[src/hw/rtl/dda_grid_ray_traversal_core_assert.svh]
// Assertion macros used by the file that checks its own behaviour.
`ifndef DDA_GRID_RAY_TRAVERSAL_CORE_ASSERT_SVH
`define DDA_GRID_RAY_TRAVERSAL_CORE_ASSERT_SVH

// Same-cycle implication, disabled while reset is asserted.
`define DGRT_ASSERT_NOW(label, clk, rst_n, ante, cons) \
    label: assert property (@(posedge clk) disable iff (!rst_n) (ante) |-> (cons)) \
        else $error("dgrt assertion failed (same cycle)");

// Next-cycle implication, disabled while reset is asserted.
`define DGRT_ASSERT_NEXT(label, clk, rst_n, ante, cons) \
    label: assert property (@(posedge clk) disable iff (!rst_n) (ante) |=> (cons)) \
        else $error("dgrt assertion failed (next cycle)");

`endif

[src/hw/rtl/dgrt_pkg.sv]
`default_nettype none
package dgrt_pkg;

    localparam int MAP_W   = 64;
    localparam int MAP_H   = 64;
    localparam int COL_W   = $clog2(MAP_W);
    localparam int ROW_W   = $clog2(MAP_H);
    localparam int ADDR_W  = ROW_W + COL_W;
    localparam int CELLS   = MAP_W * MAP_H;
    localparam int LEN_W   = 7;
    localparam int POS_W   = 8;
    localparam int DIST_W  = 32;
    localparam int CMD_W   = 2;
    localparam int IN_DATA_W  = 152;
    localparam int OUT_DATA_W = 88;

    typedef enum logic [CMD_W-1:0] {
        CMD_WALL = 2'd0,
        CMD_LEN  = 2'd1,
        CMD_CAST = 2'd2
    } t_cmd;

    typedef enum logic [1:0] {
        ST_IDLE,
        ST_STEP,
        ST_CHECK,
        ST_HOLD
    } t_state;

    typedef struct packed {
        logic load_wall;
        logic load_len;
        logic start;
        logic step;
        logic emit;
    } t_dp_cmd;

    typedef struct packed {
        logic stop;
    } t_dp_status;

endpackage
`default_nettype wire

[src/hw/rtl/dgrt_ctrl.sv]
`default_nettype none
module dgrt_ctrl (
    input  wire logic                         i_clk,
    input  wire logic                         i_rst_n,
    input  wire logic                         i_s_tvalid,
    input  wire logic [dgrt_pkg::CMD_W-1:0]   i_s_tuser,
    input  wire logic                         i_m_tready,
    input  wire dgrt_pkg::t_dp_status         i_status,
    output logic                              o_s_tready,
    output logic                              o_m_tvalid,
    output dgrt_pkg::t_dp_cmd                 o_cmd
);

    dgrt_pkg::t_state r_state, n_state;
    logic             r_out_valid;
    logic             accept;
    logic             slot_free;

    assign slot_free = !r_out_valid || i_m_tready;
    assign accept    = i_s_tvalid && o_s_tready;

    always_comb begin
        n_state = r_state;
        case (r_state)
            dgrt_pkg::ST_IDLE: begin
                if (accept && (i_s_tuser == dgrt_pkg::CMD_CAST)) begin
                    n_state = dgrt_pkg::ST_STEP;
                end
            end
            dgrt_pkg::ST_STEP: begin
                n_state = dgrt_pkg::ST_CHECK;
            end
            dgrt_pkg::ST_CHECK: begin
                if (i_status.stop) begin
                    n_state = slot_free ? dgrt_pkg::ST_IDLE : dgrt_pkg::ST_HOLD;
                end else begin
                    n_state = dgrt_pkg::ST_STEP;
                end
            end
            dgrt_pkg::ST_HOLD: begin
                if (slot_free) begin
                    n_state = dgrt_pkg::ST_IDLE;
                end
            end
            default: begin
                n_state = dgrt_pkg::ST_IDLE;
            end
        endcase
    end

    always_comb begin
        o_s_tready = 1'b0;
        o_cmd      = '0;
        case (r_state)
            dgrt_pkg::ST_IDLE: begin
                o_s_tready = 1'b1;
                if (accept) begin
                    case (i_s_tuser)
                        dgrt_pkg::CMD_WALL: o_cmd.load_wall = 1'b1;
                        dgrt_pkg::CMD_LEN:  o_cmd.load_len  = 1'b1;
                        dgrt_pkg::CMD_CAST: o_cmd.start     = 1'b1;
                        default:            o_cmd           = '0;
                    endcase
                end
            end
            dgrt_pkg::ST_STEP: begin
                o_cmd.step = 1'b1;
            end
            dgrt_pkg::ST_CHECK: begin
                o_cmd.emit = i_status.stop && slot_free;
            end
            dgrt_pkg::ST_HOLD: begin
                o_cmd.emit = slot_free;
            end
            default: begin
                o_cmd = '0;
            end
        endcase
    end

    always_ff @(posedge i_clk) begin
        if (!i_rst_n) begin
            r_state     <= dgrt_pkg::ST_IDLE;
            r_out_valid <= 1'b0;
        end else begin
            r_state <= n_state;
            if (o_cmd.emit) begin
                r_out_valid <= 1'b1;
            end else if (i_m_tready) begin
                r_out_valid <= 1'b0;
            end
        end
    end

    assign o_m_tvalid = r_out_valid;

endmodule
`default_nettype wire

[config.mk]
export PLATFORM = sky130hd
export DESIGN_NAME = dgrt_ctrl
export DESIGN_NICKNAME = d
export VERILOG_FILES = /design/src/hw/rtl/dda_grid_ray_traversal_core_assert.svh /design/src/hw/rtl/dgrt_pkg.sv /design/src/hw/rtl/dgrt_ctrl.sv
export SDC_FILE = /design/constraint.sdc
export NUM_CORES = 1
export LEC_CHECK = 0
export ABC_AREA = 1
export BUFFER_PORTS_ARGS = -buffer_cell sky130_fd_sc_hd__clkbuf_2
export CAP_MARGIN = 10
export CORE_AREA = 2 2 39 41
export DETAILED_ROUTE_END_ITERATION = 8
export DIE_AREA = 0 0 41 43
export GPL_ROUTABILITY_DRIVEN = 0
export GPL_TIMING_DRIVEN = 0
export PLACE_DENSITY_LB_ADDON = 0.05
export SKIP_CTS_REPAIR_TIMING = 1
export SYNTH_ARGS = -nofsm -noshare
export SYNTH_HDL_FRONTEND = slang
export SYNTH_SLANG_ARGS = --single-unit
[constraint.sdc]
create_clock -name i_clk -period 0.8 [get_ports i_clk]
set_input_delay 0.16 -clock i_clk [delete_from_list [all_inputs] [get_ports i_clk]]
set_output_delay 0.16 -clock i_clk [all_outputs]
set_load 0.05 [all_outputs]
======== Word-level counts from Yosys, hierarchy flattened ========
Index checks and enable logic that the tools add are counted.
operators by class
  $add $sub $neg .......................... 0
  $mul .................................... 0
  div/mod/pow operators ................... 0
  order comparisons ....................... 0
  equal/unequal tests ..................... 7
  shift-type cells ........................ 0
  multiplexer cells ....................... 15
  bitwise operators ....................... 0
  reduce and logical (&&, ||, !) cells .... 9
operators with widths
  operator              number
  $mux W2               4
  $pmux W2 S4           1
  $eq A2 B2 Y1 const B  3
  $mux W1               6
  $mux W5               1
  $eq A2 B1 Y1 const B  2
  $logic_not A2 Y1      2
  $ne A2 B2 Y1 const B  2
  $logic_and A1 B1 Y1   3
  $mux W3               1
  $pmux W1 S3           1
  $pmux W1 S2           1
  $reduce_and A2 Y1     1
  $reduce_bool A2 Y1    1
  $logic_not A1 Y1      1
  $logic_or A1 B1 Y1    1
word-level totals
  bits in registers ....................... 3
  bits in latches ......................... 0
  bits in writable memories ............... 0
  ROM bits ................................ 0
  input bits .............................. 7
  output and inout port bits .............. 7
  word-level logic and storage cells ...... 33
  memories kept ........................... 0

======== Logic depth before layout (Yosys ltp) ========
Gate-level depths: netlist (run 1).
  depth in word-level cells ............... 6
  mapped depth ............................ 7
  gate-level depth less buffers ........... 7

======== Worst setup path before layout (run 1) ========
OpenSTA, ideal clock, no wires.
  path kind ............................... flip-flop to output port
  from .................................... register r_state[1]
  to ...................................... output o_cmd[3] (netlist bit)
  arrival ................................. 2.074 ns
  data required time ...................... 0.640 ns
  setup slack ............................. -1.434 ns
  stages on the path, launching flop included .. 4
  path buffers ............................ 0
  cell sequence ........................... dfxtp_1 -> nor2_2 -> nand2_1 -> nor3_1
RTL lines
  what                      RTL line         RTL
  start: declaration        dgrt_ctrl.sv:14  dgrt_pkg::t_state r_state, n_state;
  start signal: assignment  dgrt_ctrl.sv:83  r_state <= dgrt_pkg::ST_IDLE;
  start signal: assignment  dgrt_ctrl.sv:86  r_state <= n_state;
  end: declaration          dgrt_ctrl.sv:11  output dgrt_pkg::t_dp_cmd o_cmd

==> out/qor.yml, run 1 <==
power:
  seqPwrFrac: 0.255
  power_mw: 0.6972
  p_switching_mw: 0.2599
  clkPwrFrac: 0.370
  p_sw_frac: 0.3727
  irDropWorstVdd_mv: 0.3505
  power_frac_comb: 0.375
  p_int_mw: 0.4373
  leakagePower_nw: 0.2226
  power.density_nw_per_um2: 1478
floorplan:
  die_x_um: 41
  rows: 14
  start_util: 0.1438
  dieHeight_um: 43
  io_pins: 14
  dieArea_um2: 1763
  coreArea_um2: 1384
grt:
  grt_max_degree: 6
  grt_usage: 0.08241
  grt.overflow.total: 0
  grt_pass1_wl_um: 952
  antenna_found_initial: 0
  grt_pass1_vias: 246
critical_path:
  reg2reg_to: "r_state[0]"
  worstSetupPathType: "reg -> out"
  max_stage_delay_ns: 0.36
  cp.arrival_ns: 1.14
  rr_worst_depth: 7
  required_ns: 0.64
  endpoint_kind: "output port"
  regToRegSetupSlack_ns: -0.15
  crit_fanout: 4
  cp_cell_sequence: "nor2_4 > nand2_4 > nor3_4 > buf_6"
  cp-start-kind: "flip-flop"
  rr_startpoint: "r_state[1]"
  cp_slowest_cell: "dfxtp_4"
timing:
  skew_ns: 0.001902
  fin_crit_ns: 1.302
  final-hold-violation-count: 0
  rsz0062_at_grt: "true"
  fin_crit_sh: 1.628
  setup_ws_ns: -0.5025
  fmaxAchievable_mhz: 767.8
  slew_violations: 0
  setup_viol: 9
  slew_headroom: 0.8361
  tightest_slew_ns: 0.2475
cells_and_area:
  nets: 61
  ff_latch_area_um2: 71.32
  area_delta_synth_final_pct: 137.1
  multiInputGateArea_um2: 195.2
  final_cell_mix: "inv_1, nand2_1, clkbuf_2"
  postLayoutCoreUtil: 0.3409
  nFillCells: 153
  drive_gt1_frac: 0.7170
  final-instance-count-excl-fill: 69
  diodes: 0
status:
  status: "complete, but fails checks"
  failed_checks: "negative setup slack"
clock_network:
  h-tree-depth: 1
  cts_tree: "yes"
  cts_root_buf: "clkbuf_4"
  cts_made_buffers: 3
  clk_pin_slew_ns: 0.04
  cts_num_sinks: 3
  cts_buffer_depth: 2
  clock_latency_ns: 0.23
min_path:
  hp-start: "i_rst_n"
  holdPathEnd: "r_state[1]"
  min_delay_path_depth: 3
  hold_class: "in -> reg"
route:
  routed_via_density: 3.797
  vias: 262
  postRouteAntennaNets: 0
  drtIter0Drc: 4
  firstDrtPassIters: 3
  avgRoutedWirePerCell_um: 8.609
  drt_wl_total_um: 594
  drc_errors: 0
synthesis:
  syn_inst: 34
  postSynthAreaPerCell_um2: 5.851
  synth_warnings: 0
  synth_nets: 41
  synthDistinctLibCells: 12
  synth-seq-cells: 3
  syn_area_um2: 198.9
  seq_area_frac_synth: 0.3019
placement:
  dp.cells: 63
  dp_hpwl_um: 471
  numPortBuffers: 13
run:
  drv_cap: 0
## per-layer routing
layer / part of all wire / up-vias / global-route usage
li1: - / 140 / -
met1: 0.37 / 111 / 0.1032
met2: 0.54 / 11 / 0.1094
met3: 0.082 / 0 / 0.01571
met4: 0 / 0 / 0.08000
met5: 0 / - / 0
## state kept, by name (all words and copies together), names as in the netlist
signal / count
o_m_tvalid: 1
r_state: 2
## power groups by stage
stage          clock [mW]  combinational, mW  sequential (mW)
2_1_floorplan           0              0.163            0.179
3_3_place_gp            0              0.219            0.177
3_5_place_dp            0              0.220            0.177
4_1_cts             0.275              0.221            0.175
5_1_grt             0.290              0.282            0.179
6_report            0.258              0.262            0.178
## critical path: cells and delay by family (launching register included)
kind | cells | cell delay [ns]
buffers and inverters | 1 | 0.18
DFF | 1 | 0.36
and+or+nand+nor | 3 | 0.37
## kinds of logic (layout without fill, tap and decap cells)
group / after synthesis / in the layout / share of synthesized area
compound gates: 4 / 4 / 0.1195
simple gates: 18 / 18 / 0.4088
buf+inv: 9 / 28 / 0.1698
flops: 3 / 3 / 0.3019
## cell type report
| class | instances | share of cell area |
|---|---|---|
| Sequential cell | 3 | 0.1512 |
| Timing Repair Buffer | 15 | 0.2653 |
| Multi-Input combinational cell | 22 | 0.4138 |
| Clock buffer | 4 | 0.05570 |
| Inverter | 9 | 0.07162 |
| Tap cell | 16 | 0.04244 |
## per-stage QoR
stage	hold WS [ns]	TNS [ns]	worst slack (ns)	instance area [um^2]
floorplan	0.2576	-2.614	-0.6600	262.8
global placement	0.3681	-2.229	-0.4137	347.8
detailed placement	0.3704	-2.247	-0.4268	347.8
CTS	0.1252	-3.979	-0.6860	374.1
global route	0.1502	-3.447	-0.5671	471.7
finish	0.1311	-2.946	-0.5025	471.7
## worst max path at each step
stage	startpoint	end	slack (ns)	depth (start not counted)
2_1_floorplan	r_state[0]	o_cmd[3]	-0.66	3
3_3_place_gp	r_state[0]	o_cmd[3]	-0.41	4
3_5_place_dp	r_state[0]	o_cmd[3]	-0.43	4
4_1_cts	r_state[0]	o_cmd[3]	-0.69	4
5_1_grt	r_state[0]	o_cmd[3]	-0.57	4
6_report	r_state[1]	o_cmd[3]	-0.50	4
## synthesized netlist by cell type (all sizes together)
cell type	count	area, um^2
nand3	2	10.01
nor2	5	23.77
nand3b	1	7.510
o21ai	2	10.01
nor3	2	10.01
inv	9	33.78
a21oi	2	13.76
dfxtp	3	60.06
nand2	8	30.03
Power figures use the tool's default switching activity.
==> run 2: changes to the inputs <==
--- a/config.mk
+++ b/config.mk
@@ -5,7 +5,7 @@
 export SDC_FILE = /design/constraint.sdc
 export NUM_CORES = 1
 export LEC_CHECK = 0
-export ABC_AREA = 1
+export ABC_AREA = 0
 export BUFFER_PORTS_ARGS = -buffer_cell sky130_fd_sc_hd__clkbuf_2
 export CAP_MARGIN = 10
 export CORE_AREA = 2 2 39 41
==> run 2 against run 1 <==
  * The flow still finishes with violations (negative setup slack)
  * Total power decreased by 14%
  * Combinational power is 35% lower
  * Hold slack gained 0.039 ns
  * Critical path depth is the same
  * Cell count fell by 20%
  * Register-to-register slack better by 0.10 ns
  * Setup slack lost 0.035 ns
  * Area after synthesis fell by 8.2%
  * Via count shrank 16%
  * Global-route usage fell by 0.31 points
  * Critical path type unchanged
==> out/qor.yml, run 2 <==
synthesis:
  ys.flop_type: "dfxtp_1"
  synth-edff-count: 0  # unchanged
  syn_area_um2: 182.7  # -8.2%
  yosys-top-cells-count: "dfxtp_1, nor3b_2"
  synth.area.top_cells: "dfxtp_1, nor3b_2, nor2_4"
  synth_top_area_share: 0.3288  # +0.02688
  syn_inst: 20  # -41%
  yosysTopAreaCell: "dfxtp_1"
  synthDistinctLibCells: 17  # +5
  postSynthAreaPerCell_um2: 9.134  # +56%
  async_flop_share: 0  # unchanged
  synth_most_common_cell: "dfxtp_1"
  synth_nets: 27  # -34%
  synth_warnings: 0  # unchanged
  seq_area_frac_synth: 0.3288  # +0.02688
  synth-seq-cells: 3  # unchanged
critical_path:
  cp-start-kind: "flip-flop"
  cp_slowest_cell: "dfxtp_4"
  worstSetupPathType: "reg -> out"
  cp.arrival_ns: 1.18  # +0.04 ns
  max_stage_delay_ns: 0.36  # about the same
  startpoint: "r_state[1]"
  critical_path.top_delay_family: "simple AND/OR/NAND/NOR gates"
  crit_fanout: 5  # +1
  rr_startpoint: "r_state[1]"
  cp_cell_sequence: "nor2_4 > nand2_4 > nor3b_4 > buf_6"
  regToRegSetupSlack_ns: -0.05  # +0.10 ns
  path_buf_inv: 1  # unchanged
  required_ns: 0.64  # about the same
  endpoint_kind: "output port"
power:
  irDropWorstVdd_mv: 0.4240  # +21%
  p_switching_mw: 0.1920  # -26%
  p_sw_frac: 0.3194  # -0.05334
  leakagePower_nw: 0.1881  # -16%
  power.density_nw_per_um2: 1385  # -6.3%
  p_int_mw: 0.4091  # -6.4%
  seqPwrFrac: 0.259  # +0.004
  power_frac_comb: 0.283  # -0.092
  clkPwrFrac: 0.458  # +0.088
status:
  status: "complete, but fails checks"
  failed_checks: "negative setup slack"
cells_and_area:
  postLayoutCoreUtil: 0.3137  # -0.02713
  final_cell_mix: "clkbuf_2, buf_6, clkbuf_4, dfxtp_4, buf_8"
  nets: 47  # -23%
  nFillCells: 154  # +0.65%
  drive_gt1_frac: 0.7949  # +0.07789
  multiInputGateArea_um2: 177.7  # -9.0%
  final-instance-count-excl-fill: 55  # -20%
  diodes: 0  # unchanged
  largest_register_ffs: 2  # unchanged
  ff_latch_area_um2: 71.32  # unchanged
  layout_commonest_cell: "clkbuf_2"
  area_delta_synth_final_pct: 137.7
  top_register: "r_state"
route:
  vias: 219  # -16%
  avgRoutedWirePerCell_um: 10.49  # +22%
  routed.top_layer: "met4"
  postRouteAntennaNets: 0  # unchanged
  drtIter0Drc: 1  # -3
  wirelength_met1_um: 220  # -0.90%
  met3_length_um: 39  # -20%
  routed_via_density: 3.982  # +4.9%
  drc_errors: 0  # unchanged
  wl_met2_um: 298  # -7.2%
  firstDrtPassIters: 2  # -1
  drt_wl_total_um: 577  # -2.9%
timing:
  rsz0062_at_grt: "true"
  setup_viol: 8  # -1
  setup_ws_ns: -0.5371  # -0.03463 ns
  fin_crit_ns: 1.337  # +0.03463 ns
  final-hold-violation-count: 0  # unchanged
  slew_violations: 0  # unchanged
  fmaxAchievable_mhz: 747.9  # -2.6%
  fin_crit_sh: 1.671  # +0.04329
  skew_ns: 0.002076  # +0.0001742 ns
  tightest_slew_ns: 0.1745  # -0.07302 ns
  slew_headroom: 0.8830  # +0.04685
floorplan:
  die_x_um: 41  # unchanged
  coreArea_um2: 1384  # unchanged
  dieArea_um2: 1763  # unchanged
  dieHeight_um: 43  # unchanged
  start_util: 0.1320  # -0.01175
  rows: 14  # unchanged
  io_pins: 14  # unchanged
clock_network:
  cts_made_buffers: 3  # unchanged
  cts_tree: "yes"
  h-tree-depth: 1  # unchanged
  cts_buffer_depth: 2  # unchanged
  clk_pin_slew_ns: 0.04  # about the same
  clock_latency_ns: 0.24  # about the same
  cts_root_buf: "clkbuf_4"
  cts_num_sinks: 3  # unchanged
min_path:
  hp-start: "i_rst_n"
  hold_class: "in -> reg"
grt:
  antenna_found_initial: 0  # unchanged
  grt_usage: 0.07932  # -0.003095
  grt_max_degree: 7  # +1
  grt.overflow.total: 0  # unchanged
  grt_pass1_wl_um: 855  # -10%
  grt_pass1_vias: 231  # -6.1%
placement:
  dp_hpwl_um: 416.8  # -12%
  numPortBuffers: 13  # unchanged
  dp.cells: 49  # -22%
run:
  drv_cap: 0  # unchanged
## run 2: cell types whose count changed after synthesis, moves of 2 or more
cell / before / now
nor2_1: 3 / 0
nand3_1: 2 / 0
inv_1: 8 / 1
nor3b_2: 0 / 2
nand2_1: 8 / 1
nor2_2: 2 / 0
## run 2: power groups by stage
stage	Combinational [mW]	Clock [mW]	Sequential, mW
final	0.170	0.275	0.156
after global placement	0.137	0	0.161
after global routing	0.180	0.303	0.156
after floorplan	0.0929	0	0.163
after detailed placement	0.138	0	0.162
after CTS	0.138	0.293	0.159
## run 2: cells by family (layout without fill, tap and decap cells)
| family | count (synthesis) | in the layout | synth area share |
|---|---|---|---|
| buf+inv | 1 | 20 | 0.02053 |
| flops | 3 | 3 | 0.3288 |
| simple gates | 10 | 10 | 0.4384 |
| compound gates | 6 | 6 | 0.2123 |
## run 2: worst paths after layout
check / end / depth (start not counted)
hold reg to reg: r_state[1] / 1
setup reg to reg: r_state[1] / 3
hold / removal: r_state[1] / 3
setup / recovery: o_cmd[3] / 4
## run 2: per-layer routing
layer / vias to the layer above / GRT usage
li1: 109 / -
met1: 96 / 0.08039
met2: 12 / 0.1031
met3: 2 / 0.03141
met4: 0 / 0.1000
met5: - / 0
## run 2: metrics by stage
step                      cell area (um^2)  total power [mW]  TNS, ns  hold slack [ns]  setup WS [ns]
after global placement               317.8            0.2980   -1.903           0.4102        -0.3939
after CTS                            344.1            0.5902   -3.774           0.1623        -0.6703
after detailed placement             317.8            0.2998   -1.940           0.4171        -0.4073
final                                434.2            0.6012   -2.788           0.1702        -0.5371
after global routing                 434.2            0.6386   -3.158           0.1891        -0.6001
after floorplan                      232.7            0.2558   -2.430           0.2661        -0.6687
## run 2: final cells by class
cell class	instances	share of cell area
repair buffers	15	0.3112
well taps	16	0.04611
clock buffers	4	0.06052
inverters	1	0.008646
flip-flops and latches	3	0.1643
multi-input cells	16	0.4092
## run 2: worst min-delay path: cells and delay by family
kind | cells | cell delay, ns
buffers and inverters | 2 | 0.17
AO/OA/AOI/OAI | 1 | 0.04
==> run 3: changes to the inputs <==
--- a/config.mk
+++ b/config.mk
@@ -14,6 +14,7 @@
 export GPL_ROUTABILITY_DRIVEN = 0
 export GPL_TIMING_DRIVEN = 0
 export PLACE_DENSITY_LB_ADDON = 0.05
+export SETUP_SLACK_MARGIN = 0.15
 export SKIP_CTS_REPAIR_TIMING = 1
 export SYNTH_ARGS = -nofsm -noshare
 export SYNTH_HDL_FRONTEND = slang
==> run 3 against run 2 <==
  * Via count increased by 1.8%
  * Global-route usage increased by 0.084 points
  * Critical path depth stayed put
  * Maximum frequency down 0.53%
  * Critical endpoint is now o_cmd[2]
  * The run still ends with negative setup slack left
  * Cell count unchanged
  * Sequential share of layout area up 0.64 points
==> out/qor.yml, run 3 (synthesis results as in run 2) <==
status:
  status: "complete, but fails checks"
  failed_checks: "negative setup slack"
power:
  power_mw: 0.5927  # -1.4%
  irDropWorstVdd_mv: 0.8825  # +110%
  leakagePower_nw: 0.1863  # -0.97%
  power.density_nw_per_um2: 1418  # +2.4%
grt:
  grt_pass1_wl_um: 841  # -1.6%
  antenna_found_initial: 0  # unchanged
  grt.overflow.total: 0  # unchanged
  grt_max_degree: 7  # unchanged
  grt_usage: 0.08016  # +0.0008431
  grt_pass1_vias: 213  # -7.8%
timing:
  fin_crit_ns: 1.344  # +0.007109 ns
  setup_viol: 8  # unchanged
  rsz0062_at_grt: "true"
  skew_ns: 0.004176  # +0.002100 ns
  final-hold-violation-count: 0  # unchanged
  slew_violations: 0  # unchanged
  fmaxAchievable_mhz: 743.9  # -0.53%
  setup_ws_ns: -0.5442  # -0.007109 ns
  tightest_slew_ns: 0.3007  # +0.1262 ns
  fin_crit_sh: 1.680  # +0.008886
  slew_headroom: 0.7982  # -0.08475
clock_network:
  cts_root_buf: "clkbuf_4"
  h-tree-depth: 1  # unchanged
  cts_buffer_depth: 2  # unchanged
  cts_tree: "yes"
  clock_latency_ns: 0.24  # about the same
  cts_made_buffers: 3  # unchanged
  cts_num_sinks: 3  # unchanged
  clk_pin_slew_ns: 0.03  # about the same
critical_path:
  cp_cell_sequence: "nor2_4 > nand2_4 > nor3b_4 > buf_6"
  max_stage_delay_ns: 0.36  # about the same
  required_ns: 0.64  # about the same
  rr_startpoint: "r_state[0]"
  cp.arrival_ns: 1.18  # about the same
  worstSetupPathType: "reg -> out"
  cp-start-kind: "flip-flop"
  critical_path.top_delay_family: "simple AND/OR/NAND/NOR gates"
  startpoint: "r_state[1]"
  path_buf_inv: 1  # unchanged
  crit_fanout: 6  # +1
  endpoint_kind: "output port"
  cp_slowest_cell: "dfxtp_4"
placement:
  placed_area_um2: 322.8  # +1.6%
  numPortBuffers: 13  # unchanged
  dp_hpwl_um: 427.6  # +2.6%
  dp.cells: 49  # unchanged
  place_ws_ns: -0.4200  # -0.01270 ns
route:
  postRouteAntennaNets: 0  # unchanged
  drtIter0Drc: 2  # +1
  drc_errors: 0  # unchanged
  drt_wl_total_um: 556  # -3.6%
  vias: 223  # +1.8%
  avgRoutedWirePerCell_um: 10.11  # -3.6%
  firstDrtPassIters: 3  # +1
  routed_via_density: 4.055  # +1.8%
cells_and_area:
  nets: 47  # unchanged
  layout_commonest_cell: "clkbuf_2"
  diodes: 0  # unchanged
  top_register: "r_state"
  final_cell_mix: "clkbuf_2, buf_6, clkbuf_4, dfxtp_4"
  area_delta_synth_final_pct: 128.8
  final-instance-count-excl-fill: 55  # unchanged
  design_area_um2: 417.9  # -3.7%
  largest_register_ffs: 2  # unchanged
  drive_gt1_frac: 0.7692  # -0.02564
floorplan:
  dieHeight_um: 43  # unchanged
  io_pins: 14  # unchanged
  dieArea_um2: 1763  # unchanged
  rows: 14  # unchanged
  coreArea_um2: 1384  # unchanged
  start_util: 0.1320  # unchanged
  die_x_um: 41  # unchanged
min_path:
  hp-start: "i_rst_n"
  hold_class: "in -> reg"
run:
  drv_cap: 0  # unchanged
## run 3: final cells by class
type                       count  area [um^2]
fill                         161        965.9
clock buffer                   4        26.28
sequential                     3        71.32
multi-input combinational     16        167.7
tap                           16        20.02
inverter                       1        3.754
timing repair buffer          15        128.9
## run 3: per-stage QoR
step                      hold slack (ns)    util  TNS [ns]
after detailed placement           0.4330  0.2333    -2.040
after CTS                          0.1852  0.2523    -3.826
after global routing               0.1939  0.3020    -3.394
final                              0.1851  0.3020    -3.038
after global placement             0.4183  0.2333    -1.899
after floorplan                    0.2768       -    -2.446
## run 3: final timing paths
check                    end  slack, ns  depth (start not counted)
setup reg to reg  o_m_tvalid      -0.06                          2
setup / recovery    o_cmd[2]      -0.54                          4
hold / removal    r_state[1]       0.19                          3
hold reg to reg   r_state[1]       0.48                          1
## run 3: routing by layer
metal  up-vias  share of wire  GRT usage
met2        12           0.52     0.1031
met4         0              0    0.06000
li1        111              -          -
met3         0           0.10    0.06283
met5         -              0          0
met1       100           0.38    0.08307
## run 3: where the power goes
group / total [mW] / switching [mW] / leakage (nW) / internal (mW)
clock network: 0.273 / 0.0856 / 0.0150 / 0.187
registers: 0.155 / 0.00701 / 0.0266 / 0.148
logic: 0.165 / 0.0944 / 0.145 / 0.0707
## run 3: worst reg2reg max path, cell delays in order, from the launching register on
cell and delay (ns):
dfxtp_4 0.35, o21ai_1 0.28, a21boi_1 0.10
